$ cat src/rtl/rc4_pkg.sv
// ----------------------------------------------------------------------------
// RC4 package
// Item types, queue command type, codes and the back-end state encoding.
// ----------------------------------------------------------------------------
package rc4_pkg;

  localparam int unsigned KEY_CNT_W = 9;

  typedef enum logic {
    KIND_KEY  = 1'b0,
    KIND_DATA = 1'b1
  } kind_e;

  typedef struct packed {
    logic       kind;
    logic [7:0] value;
    logic       last;
  } in_item_t;

  typedef struct packed {
    logic [7:0] data_out;
    logic       last_out;
  } out_item_t;

  typedef struct packed {
    kind_e                kind;
    logic [7:0]           value;
    logic                 last;
    logic                 restart;
    logic                 store;
    logic                 sched;
    logic [KEY_CNT_W-1:0] count;
  } cmd_t;

  typedef enum logic [2:0] {
    ST_IDLE,
    ST_RD_A,
    ST_RD_B,
    ST_WR_A,
    ST_WR_B,
    ST_RD_T,
    ST_OUT
  } state_e;

endpackage

$ cat src/rtl/rc4_front.sv
// ----------------------------------------------------------------------------
// RC4 front end
// Accepts beats and classifies them into key-store, schedule and data commands.
// ----------------------------------------------------------------------------
module rc4_front import rc4_pkg::*; #(
  parameter int unsigned KEY_MAX = 256
) (
  input  logic     clk_i,
  input  logic     rst_ni,
  input  logic     in_valid_i,
  output logic     in_stall_o,
  input  in_item_t in_item_i,
  input  logic     q_full_i,
  output logic     q_push_o,
  output cmd_t     q_cmd_o
);

  localparam int unsigned CNT_W = $clog2(KEY_MAX + 1);

  logic             key_open_q, key_open_d;
  logic [CNT_W-1:0] key_count_q, key_count_d;
  logic [CNT_W-1:0] cnt_base;
  logic [CNT_W-1:0] cnt_new;
  logic             store;

  assign in_stall_o = q_full_i;
  assign q_push_o   = in_valid_i && !q_full_i;

  always_comb begin
    cnt_base    = key_open_q ? key_count_q : '0;
    store       = (cnt_base < CNT_W'(KEY_MAX));
    cnt_new     = store ? cnt_base + CNT_W'(1) : cnt_base;
    key_open_d  = key_open_q;
    key_count_d = key_count_q;
    if (q_push_o) begin
      if (in_item_i.kind == KIND_KEY) begin
        key_open_d  = !in_item_i.last;
        key_count_d = cnt_new;
      end else begin
        key_open_d = 1'b0;
      end
    end
    q_cmd_o.kind    = kind_e'(in_item_i.kind);
    q_cmd_o.value   = in_item_i.value;
    q_cmd_o.last    = in_item_i.last;
    q_cmd_o.restart = !key_open_q;
    q_cmd_o.store   = store;
    q_cmd_o.sched   = in_item_i.last;
    q_cmd_o.count   = KEY_CNT_W'(cnt_new);
  end

  always_ff @(posedge clk_i or negedge rst_ni) begin
    if (!rst_ni) begin
      key_open_q  <= 1'b0;
      key_count_q <= '0;
    end else begin
      key_open_q  <= key_open_d;
      key_count_q <= key_count_d;
    end
  end

endmodule

$ cat src/rtl/rc4_fifo.sv
// ----------------------------------------------------------------------------
// RC4 command queue
// Two-entry queue between the front end and the cipher engine.
// ----------------------------------------------------------------------------
module rc4_fifo import rc4_pkg::*; (
  input  logic clk_i,
  input  logic rst_ni,
  input  logic push_i,
  input  cmd_t cmd_i,
  output logic full_o,
  input  logic pop_i,
  output logic valid_o,
  output cmd_t cmd_o
);

  cmd_t       mem_q [2];
  logic       wr_ptr_q, wr_ptr_d;
  logic       rd_ptr_q, rd_ptr_d;
  logic [1:0] count_q, count_d;

  assign full_o  = (count_q == 2'd2);
  assign valid_o = (count_q != 2'd0);
  assign cmd_o   = mem_q[rd_ptr_q];

  always_comb begin
    wr_ptr_d = push_i ? !wr_ptr_q : wr_ptr_q;
    rd_ptr_d = pop_i ? !rd_ptr_q : rd_ptr_q;
    count_d  = count_q + 2'(push_i) - 2'(pop_i);
  end

  always_ff @(posedge clk_i) begin
    if (push_i) begin
      mem_q[wr_ptr_q] <= cmd_i;
    end
  end

  always_ff @(posedge clk_i or negedge rst_ni) begin
    if (!rst_ni) begin
      wr_ptr_q <= 1'b0;
      rd_ptr_q <= 1'b0;
      count_q  <= 2'd0;
    end else begin
      wr_ptr_q <= wr_ptr_d;
      rd_ptr_q <= rd_ptr_d;
      count_q  <= count_d;
    end
  end

endmodule

$ cat src/rtl/rc4_core.sv
// ----------------------------------------------------------------------------
// RC4 cipher engine
// Key store, single-port permutation memory, key schedule and keystream steps.
// ----------------------------------------------------------------------------
module rc4_core import rc4_pkg::*; #(
  parameter int unsigned KEY_MAX = 256
) (
  input  logic      clk_i,
  input  logic      rst_ni,
  input  logic      q_valid_i,
  input  cmd_t      q_cmd_i,
  output logic      q_pop_o,
  output logic      out_valid_o,
  input  logic      out_stall_i,
  output out_item_t out_item_o
);

  localparam int unsigned KIDX_W = (KEY_MAX > 1) ? $clog2(KEY_MAX) : 1;

  state_e               state_q, state_d;
  logic [7:0]           gi_q, gi_d;
  logic [7:0]           j_q, j_d;
  logic [7:0]           a_q, a_d;
  logic [7:0]           sa_q, sa_d;
  logic [7:0]           sb_q, sb_d;
  logic [7:0]           value_q, value_d;
  logic                 last_q, last_d;
  logic                 sched_q, sched_d;
  logic [KEY_CNT_W-1:0] len_q, len_d;
  logic [KEY_CNT_W-1:0] kidx_q, kidx_d;
  logic                 out_valid_q, out_valid_d;
  out_item_t            out_item_q, out_item_d;

  logic [7:0]           perm_mem [256];
  logic [255:0]         perm_vld_q;
  logic                 perm_clr;
  logic                 mem_we;
  logic                 mem_re;
  logic [7:0]           mem_addr;
  logic [7:0]           mem_wdata;
  logic [7:0]           rd_data_q;
  logic [7:0]           rd_addr_q;
  logic                 rd_vld_q;
  logic [7:0]           s_rdata;

  logic [7:0]           key_mem [KEY_MAX];
  logic                 key_we;
  logic [KEY_CNT_W-1:0] key_waddr;
  logic [7:0]           key_rd_q;
  logic [7:0]           j_new;

  assign s_rdata     = rd_vld_q ? rd_data_q : rd_addr_q;
  assign j_new       = j_q + s_rdata + (sched_q ? key_rd_q : 8'd0);
  assign key_waddr   = q_cmd_i.count - KEY_CNT_W'(1);
  assign out_valid_o = out_valid_q;
  assign out_item_o  = out_item_q;

  always_ff @(posedge clk_i) begin
    if (mem_we) begin
      perm_mem[mem_addr] <= mem_wdata;
    end else if (mem_re) begin
      rd_data_q <= perm_mem[mem_addr];
      rd_vld_q  <= perm_vld_q[mem_addr];
      rd_addr_q <= mem_addr;
    end
  end

  always_ff @(posedge clk_i or negedge rst_ni) begin
    if (!rst_ni) begin
      perm_vld_q <= '0;
    end else if (perm_clr) begin
      perm_vld_q <= '0;
    end else if (mem_we) begin
      perm_vld_q[mem_addr] <= 1'b1;
    end
  end

  always_ff @(posedge clk_i) begin
    if (key_we) begin
      key_mem[key_waddr[KIDX_W-1:0]] <= q_cmd_i.value;
    end
    key_rd_q <= key_mem[kidx_q[KIDX_W-1:0]];
  end

  always_comb begin
    state_d     = state_q;
    gi_d        = gi_q;
    j_d         = j_q;
    a_d         = a_q;
    sa_d        = sa_q;
    sb_d        = sb_q;
    value_d     = value_q;
    last_d      = last_q;
    sched_d     = sched_q;
    len_d       = len_q;
    kidx_d      = kidx_q;
    out_valid_d = out_valid_q && out_stall_i;
    out_item_d  = out_item_q;
    q_pop_o     = 1'b0;
    perm_clr    = 1'b0;
    mem_we      = 1'b0;
    mem_re      = 1'b0;
    mem_addr    = a_q;
    mem_wdata   = s_rdata;
    key_we      = 1'b0;

    case (state_q)
      ST_IDLE: begin
        if (q_valid_i) begin
          q_pop_o = 1'b1;
          value_d = q_cmd_i.value;
          last_d  = q_cmd_i.last;
          if (q_cmd_i.kind == KIND_DATA) begin
            gi_d    = gi_q + 8'd1;
            a_d     = gi_q + 8'd1;
            sched_d = 1'b0;
            state_d = ST_RD_A;
          end else begin
            key_we = q_cmd_i.store;
            if (q_cmd_i.restart) begin
              gi_d = 8'd0;
              j_d  = 8'd0;
            end
            if (q_cmd_i.sched) begin
              perm_clr = 1'b1;
              a_d      = 8'd0;
              j_d      = 8'd0;
              kidx_d   = '0;
              len_d    = q_cmd_i.count;
              sched_d  = 1'b1;
              state_d  = ST_RD_A;
            end
          end
        end
      end
      ST_RD_A: begin
        mem_re   = 1'b1;
        mem_addr = a_q;
        state_d  = ST_RD_B;
      end
      ST_RD_B: begin
        mem_re   = 1'b1;
        mem_addr = j_new;
        j_d      = j_new;
        sa_d     = s_rdata;
        state_d  = ST_WR_A;
      end
      ST_WR_A: begin
        mem_we    = 1'b1;
        mem_addr  = a_q;
        mem_wdata = s_rdata;
        sb_d      = s_rdata;
        state_d   = ST_WR_B;
      end
      ST_WR_B: begin
        mem_we    = 1'b1;
        mem_addr  = j_q;
        mem_wdata = sa_q;
        if (!sched_q) begin
          state_d = ST_RD_T;
        end else if (a_q == 8'hff) begin
          gi_d    = 8'd0;
          j_d     = 8'd0;
          state_d = ST_IDLE;
        end else begin
          a_d     = a_q + 8'd1;
          kidx_d  = (kidx_q + KEY_CNT_W'(1) == len_q) ? '0 : kidx_q + KEY_CNT_W'(1);
          state_d = ST_RD_A;
        end
      end
      ST_RD_T: begin
        mem_re   = 1'b1;
        mem_addr = sa_q + sb_q;
        state_d  = ST_OUT;
      end
      ST_OUT: begin
        if (!out_valid_q || !out_stall_i) begin
          out_valid_d         = 1'b1;
          out_item_d.data_out = value_q ^ s_rdata;
          out_item_d.last_out = last_q;
          state_d             = ST_IDLE;
        end
      end
      default: begin
        state_d = ST_IDLE;
      end
    endcase
  end

  always_ff @(posedge clk_i or negedge rst_ni) begin
    if (!rst_ni) begin
      state_q     <= ST_IDLE;
      gi_q        <= 8'd0;
      j_q         <= 8'd0;
      sched_q     <= 1'b0;
      out_valid_q <= 1'b0;
    end else begin
      state_q     <= state_d;
      gi_q        <= gi_d;
      j_q         <= j_d;
      sched_q     <= sched_d;
      out_valid_q <= out_valid_d;
    end
  end

  always_ff @(posedge clk_i) begin
    a_q        <= a_d;
    sa_q       <= sa_d;
    sb_q       <= sb_d;
    value_q    <= value_d;
    last_q     <= last_d;
    len_q      <= len_d;
    kidx_q     <= kidx_d;
    out_item_q <= out_item_d;
  end

endmodule

$ cat src/rtl/rc4_stream_cipher_top.sv
// ----------------------------------------------------------------------------
// RC4 stream cipher top level
// A data byte goes through the command queue and the RD_A, RD_B, WR_A, WR_B,
// RD_T and OUT states to the output register. No new data byte is taken until
// the last has made its five single-port accesses to the permutation memory.
// The last key byte runs the key schedule (4 memory accesses per step).
// Reset is asynchronous; the permutation reads as identity at once, no clearing.
// ----------------------------------------------------------------------------
module rc4_stream_cipher_top import rc4_pkg::*; #(
  parameter int unsigned KEY_MAX = 256
) (
  input  logic      clk_i,
  input  logic      rst_ni,
  input  logic      in_valid_i,
  output logic      in_stall_o,
  input  in_item_t  in_item_i,
  output logic      out_valid_o,
  input  logic      out_stall_i,
  output out_item_t out_item_o
);

  logic q_full;
  logic q_push;
  cmd_t q_cmd_in;
  logic q_pop;
  logic q_valid;
  cmd_t q_cmd_out;

  rc4_front #(
    .KEY_MAX(KEY_MAX)
  ) u_front (
    .clk_i     (clk_i),
    .rst_ni    (rst_ni),
    .in_valid_i(in_valid_i),
    .in_stall_o(in_stall_o),
    .in_item_i (in_item_i),
    .q_full_i  (q_full),
    .q_push_o  (q_push),
    .q_cmd_o   (q_cmd_in)
  );

  rc4_fifo u_fifo (
    .clk_i  (clk_i),
    .rst_ni (rst_ni),
    .push_i (q_push),
    .cmd_i  (q_cmd_in),
    .full_o (q_full),
    .pop_i  (q_pop),
    .valid_o(q_valid),
    .cmd_o  (q_cmd_out)
  );

  rc4_core #(
    .KEY_MAX(KEY_MAX)
  ) u_core (
    .clk_i      (clk_i),
    .rst_ni     (rst_ni),
    .q_valid_i  (q_valid),
    .q_cmd_i    (q_cmd_out),
    .q_pop_o    (q_pop),
    .out_valid_o(out_valid_o),
    .out_stall_i(out_stall_i),
    .out_item_o (out_item_o)
  );

endmodule

$ cat config.mk
export PLATFORM = sky130hd
export DESIGN_NAME = rc4_stream_cipher_top
export DESIGN_NICKNAME = d
export VERILOG_FILES = /design/src/rtl/rc4_pkg.sv /design/src/rtl/rc4_front.sv /design/src/rtl/rc4_fifo.sv /design/src/rtl/rc4_core.sv /design/src/rtl/rc4_stream_cipher_top.sv
export SDC_FILE = /design/constraint.sdc
export NUM_CORES = 2
export LEC_CHECK = 0
export ABC_CLOCK_PERIOD_IN_PS = 13400
export BUFFER_PORTS_ARGS = -buffer_cell sky130_fd_sc_hd__buf_2
export CAP_MARGIN = 0
export CORE_MARGIN = 2
export CORE_UTILIZATION = 40
export DETAILED_ROUTE_END_ITERATION = 12
export SKIP_LAST_GASP = 1
export SLEW_MARGIN = 40
export SYNTH_ARGS = -nofsm -noshare
export SYNTH_HDL_FRONTEND = slang
export SYNTH_MEMORY_MAX_BITS = 65536
export SYNTH_SLANG_ARGS = --single-unit
$ cat constraint.sdc
create_clock -name clk_i -period 13.4 [get_ports clk_i]
set_input_delay 2.01 -clock clk_i [delete_from_list [all_inputs] [get_ports clk_i]]
set_output_delay 2.01 -clock clk_i [all_outputs]
set_load 0.01 [all_outputs]
### After elaboration in Yosys (flattened, before gate mapping)

Memory sizes are Yosys's and may differ from the RTL's. A register that Yosys moved wholly into a read port is not among the register bits.
Index checks and enable logic that the tools add are counted.

* logic and storage cells: 156
* output and inout bits: 11
* memory bits (writable): 4140
* flip-flop bits (word level): 360
* memories: 3
* input bits: 14

* bitwise logic cells: 5
* eq/ne operators: 19
* mux-type cells: 64
* add/subtract/negate cells: 10
* magnitude comparators: 3
* reductions and logical operators: 30

Memories
* u_core.key_mem: depth 256, width 8, rd ports 1, clocked after memory_dff 1, wr ports 1, RTL line rc4_core.sv:46 `logic [7:0] key_mem [KEY_MAX];`
* u_core.perm_mem: depth 256, width 8, rd ports 1, clocked after memory_dff 1, wr ports 1, RTL line rc4_core.sv:34 `logic [7:0] perm_mem [256];`
* u_fifo.mem_q: depth 2, width 22, rd ports 1, clocked after memory_dff 0, wr ports 1, RTL line rc4_fifo.sv:16 `cmd_t mem_q [2];`

Operator list (number)
* 2-to-1 mux 256 bit: 2
* OR 256 bit: 1
* 2-to-1 mux 8 bit: 16
* 2-to-1 mux 9 bit: 8
* one-hot mux 8 bit (3 select lines): 2
* one-hot mux 8 bit (2 select lines): 2
* 2-to-1 mux 1 bit: 25
* adder 8 bit: 3
* one-hot mux 3 bit (7 select lines): 1
* adder 9 x 1 -> 9 bit, second input constant: 2
* one-hot mux 9 bit (2 select lines): 1
* adder 8 x 1 -> 8 bit, second input constant: 2
* 2-to-1 mux 3 bit: 5
* AND reduction 6 bit: 2
* AND reduction 5 bit: 2
* == test 3 bit, second input constant: 3
* == test 9 bit: 1
* < comparator 8 x 9 -> 1 bit, second input constant: 1
* < comparator 9 bit, second input constant: 1
* inequality test 3 bit, second input constant: 3
* binary-select mux 1 bit (select 8 bit): 1
* demux 1 bit (select 8 bit): 1
* == test 8 bit, second input constant: 1
* greater-or-equal comparator 8 x 1 -> 1 bit, second input constant: 1
* 21 further kinds: 44

### Longest topological paths before layout

* depth in word-level cells: 11
* depth in mapped cells: 20
* depth with buffers taken out: 16

### Hierarchy

From an unflattened synthesis, not the netlist that was laid out.

* cells, all modules: 10623
* area total of the unflattened synthesis: 179696.1 µm²

Modules (own cells, without submodules)
* rc4_core: seq. area each 132402.0 µm², cells each 10450, area an instance 177091.1 µm², instances 1
* rc4_fifo: seq. area each 1421.4 µm², cells each 83, area an instance 1790.5 µm², instances 1
* rc4_front: seq. area each 250.2 µm², cells each 90, area an instance 814.5 µm², instances 1

### Least setup slack after synthesis

OpenSTA, ideal clock, no wires.

* path kind: reg-to-reg
* start: register u_core.state_q[1]
* end: memory u_core.perm_mem[0][1], data pin
* period minus slack after synthesis: 9.634 ns
* setup time: 1.577 ns
* stages on the path, launching flop included: 6
* buffers on the path: 2
* data arrival time: 8.057 ns
* slack: 3.766 ns
* required time: 11.823 ns
* path through: dfrtp_1 nor2b_1 buf_2 nand2_1 clkbuf_1 a21oi_1

* cells in the longest elaborated chain, start to end: 2

Ends and longest elaborated chain
* start: declaration: RTL line rc4_core.sv:20 `state_e state_q, state_d;`
* start signal: assignment: RTL line rc4_core.sv:198 `state_q <= state_d;`
* == test 3 bit: RTL line rc4_core.sv:107 `case (state_q)`
* 2-to-1 mux 8 bit: RTL line rc4_core.sv:107
* named net u_core.mem_wdata[1]: RTL line rc4_core.sv:40 `logic [7:0] mem_wdata;`
* end: declaration: RTL line rc4_core.sv:34

The timed path passes the listed nets, and every way through them passes these cells.

### Worst setup path after layout

* start: register u_core.rd_vld_q
* end: register u_core.rd_data_q[1], read port of u_core.perm_mem, data pin

* cells in the longest elaborated chain, start to end: 4

Ends and longest elaborated chain
* start: declaration: RTL line rc4_core.sv:43 `logic rd_vld_q;`
* start signal: assignment: RTL line rc4_core.sv:63 `rd_vld_q <= perm_vld_q[mem_addr];`
* 2-to-1 mux 8 bit: RTL line rc4_core.sv:52 `assign s_rdata = rd_vld_q ? rd_data_q : rd_addr_q;`
* adder 8 bit (2 in a row): RTL line rc4_core.sv:53 `assign j_new = j_q + s_rdata + (sched_q ? key_rd_q : 8'd0);`
* one-hot mux 8 bit (3 select lines): RTL line rc4_core.sv:107
* end: declaration: RTL line rc4_core.sv:41 `logic [7:0] rd_data_q;`

No other way between the ends.
A chain may end at the register's enable or synchronous reset.

==> results.ini <==
[grt]
grt_pass1_wl_microns = 692000
antenna_found_initial = 18
grt_start_max_net_pins = 193
grtUsageTotal_pct = 21.25
overflow = 0
grt_pass1_vias = 93990

[die]
rows = 243
fp.dieW_microns = 667.4
start_util_pct = 40.18
coreArea_sq_mm = 0.4381
die_h_microns = 667.4
boundaryPins = 25
die_area_sq_mm = 0.4454

[layout]
finalNetCount = 9592
layout.cells.most_common = edfxtp_1
fin_util_pct = 45.46
fin_cells = 15810
drive_gt1_share_pct = 21.71
final_cell_mix = edfxtp_1 (4,215), mux4_2 (680), o21ai_0 (487), clkbuf_16 (438), nor2_2 (300)
synthToLayoutAreaGrowth_pct = 13.15

[placement]
pre_cts_ws_ns = 5.881
gp_congestion = 0.8741
place_inst = 14990
port-buffer-count = 24
dp_hpwl_microns = 287400

[timing]
grt_setup_unrepaired = false
setup_viol = 0
finalCritPeriodShare_pct = 57.12
worst_pin_slew_ns = 0.9210
fin_worst_skew_ns = 0.04901
hold_slack_ns = 0.4705
slew_viol_final = 0
setup_tns_ns = 0
max_freq_ghz = 0.1307
hold_viol_final = 0
slew_headroom_pct = 37.79
setup_ws_ns = 5.746
period_minus_slack_ns = 7.654

[route]
ant_nets = 0
route.detailed.drc = 0
viasPerCell = 6.008
wl_per_cell_microns = 30.62
vias = 94990
drtIter0Drc = 13090
wl_microns = 484100
first_pass_iters = 10

[pwr]
max-vdd-ir-drop_v = 0.0003456
p_leak_uw = 0.06279
power_density_mw_per_mm2 = 263.5

[setup_path]
crit_required_ns = 14.05
crit_end = u_core.rd_data_q[1]
worst-path-buf-inv = 4
cp_max_fo = 102
ff2ff_setup_slack_ns = 5.75
crit_start = u_core.rd_vld_q
cp-end-kind = flip-flop
cpLargestDelayFamily = compound AO/OA/AOI/OAI gates
reg2reg_to = u_core.rd_data_q[1]
path_cells = mux2i_1, fa_1, inv_1, ha_1, o32a_2, buf_4, nand2_8, inv_8, buf_12, mux2_2, a222oi_1, a2bb2oi_1, a41oi_1, a31oi_1, or4_1
r2r_cells = 15
cp.arrival_ns = 8.31
worstSetupPathType = flip-flop to flip-flop
path_depth = 15
cp_slowest_cell = a41oi_1
worstSetupStartpointType = flip-flop
worstReg2RegStart = u_core.rd_vld_q
max_stage_delay_ns = 0.76

[yosys]
synth_compound_area_share_pct = 7.524
synth.top_cell.area_share_pct = 71.91
synth_fp_nets = 9573
synth-xor-area-share_pct = 0.2786
synthAdderAreaFrac_pct = 0.2374
syn_inst = 9531
async_flop_share_pct = 6.447
synth-simple-area-share_pct = 3.166
ys_ff_latch = 4514
ys.flop_type = edfxtp_1
syn-cell-area_sq_mm = 0.1760
synth_edf_count = 4215
synth_mux_area_share_pct = 11.05
synthTopCellsByArea = edfxtp_1 (72%), mux4_2 (8.7%), dfrtp_1 (4.1%), o21ai_0 (1.4%), nor2_1 (1.3%)
ys_types = 74
yosysSeqAreaShare_pct = 76.13
ys_warn_count = 0
syn_area_per_cell_sq_um = 18.47
yosysTopAreaCell = edfxtp_1
synth_top_family_by_area = multiplexers

[clock_tree]
tritoncts = yes
ctsHtreeMaxLevel = 5
clk_root_buffer_cell = clkbuf_16
postCtsHoldBufs = 0
cts_max_path_buffers = 4
numCtsBuffers = 430
cts_resized = 0
clkTransAtPathRegs_ns = 0.06
post-cts-setup-buffers = 0
clk-insertion-delay-late_ns = 1.00
cts.sinks = 4514

[hold_path]
min_path_type = flip-flop to flip-flop
hold_depth = 0
worstHoldStart = u_core.last_q

[flow_run]
maxCapViolations = 0

[status]
status = finished, final reports clean

cells in the mapped netlist, types with 42 or more instances:
cell	number
o211ai_1	49
dfrtp_1	291
nor2_1	608
a221oi_1	125
nand2_1	284
buf_2	100
a21oi_1	262
clkbuf_1	445
o22ai_1	64
o21a_1	256
mux2_2	196
a221o_1	58
a2bb2oi_1	42
a22oi_1	86
nand3_1	195
nand4_1	75
mux2i_1	183
a222oi_1	178
mux4_2	680
a22o_1	169
o21ai_0	490
buf_1	109
edfxtp_1	4215
final cells by class:
type	instances	area (sq um)
Clock buffer	552	11580
Inverter	40	165.2
Clock inverter	255	2816
Tap cell	5880	7357
Timing Repair Buffer	251	2649
Multi-Input combinational cell	4313	40570
Fill cell	36710	239000
Sequential cell	4514	134000
Antenna cell	6	15.01
state kept, by name, indices dropped and copies added, names as in the netlist, 9 cells and up:
signal               cells
u_core.perm_vld_q      256
u_fifo.mem_q            42
u_core.out_item_o        9
u_core.perm_mem       2048
u_core.key_mem        2048
u_core.len_q             9
u_front.key_count_q      9
u_core.kidx_q            9
stage by stage:
| stage | instance area [sq um] | total power, uW |
|---|---|---|
| after CTS | 198400 | 52170 |
| after detailed placement | 184000 | 39830 |
| final | 199200 | 52480 |
| after global placement | 183000 | 39100 |
| after global routing | 199200 | 54030 |
| after floorplan | 176000 | 31210 |
worst reg2reg max path, cell delays in order, from the launching register on:
cell and delay [ns]:
edfxtp_1 0.56, mux2i_1 0.66, fa_1 0.51, inv_1 0.08, ha_1 0.21, o32a_2 0.16
buf_4 0.52, nand2_8 0.50, inv_8 0.60, buf_12 0.54, mux2_2 0.62, a222oi_1 0.41
a2bb2oi_1 0.19, a41oi_1 0.76, a31oi_1 0.27, or4_1 0.75
logic make-up (layout without fill, tap and decap cells):
logic type      Yosys count  in the layout
other cells               0              6
flops                  4514           4514
compound gates         1883           1883
simple gates           1278           1278
xor+xnor                 56             56
buf+inv                 704           1098
fa+ha+maj                28             28
mux                    1068           1068
report_power, final:
group          total [uW]  switching [uW]  leakage, uW  internal, uW
Combinational       21200           15300       0.0137          5880
Sequential          18900             307       0.0420         18600
Clock               12400            5300      0.00703          7140
Total               52500           20900       0.0628         31600
layer usage:
metal / vias to the layer above / track usage, % / wire length, microns
met3: 841 / 3.521 / 41090
met1: 50210 / 29.36 / 193100
met2: 4858 / 34.07 / 231600
met4: 8 / 7.748 / 18370
li1: 39080 / - / -
met5: - / 0 / 41
how the worst min path moves through the flow:
stage,slack (ns),to
floorplan,0.40,u_core.out_item_o[0]
global placement,0.45,u_core.out_item_o[0]
detailed placement,0.46,u_core.out_item_o[0]
CTS,0.47,u_core.out_item_o[0]
global route,0.48,u_core.out_item_o[0]
finish,0.47,u_core.out_item_o[0]
No activity file was read; power rests on OpenSTA's default activity.
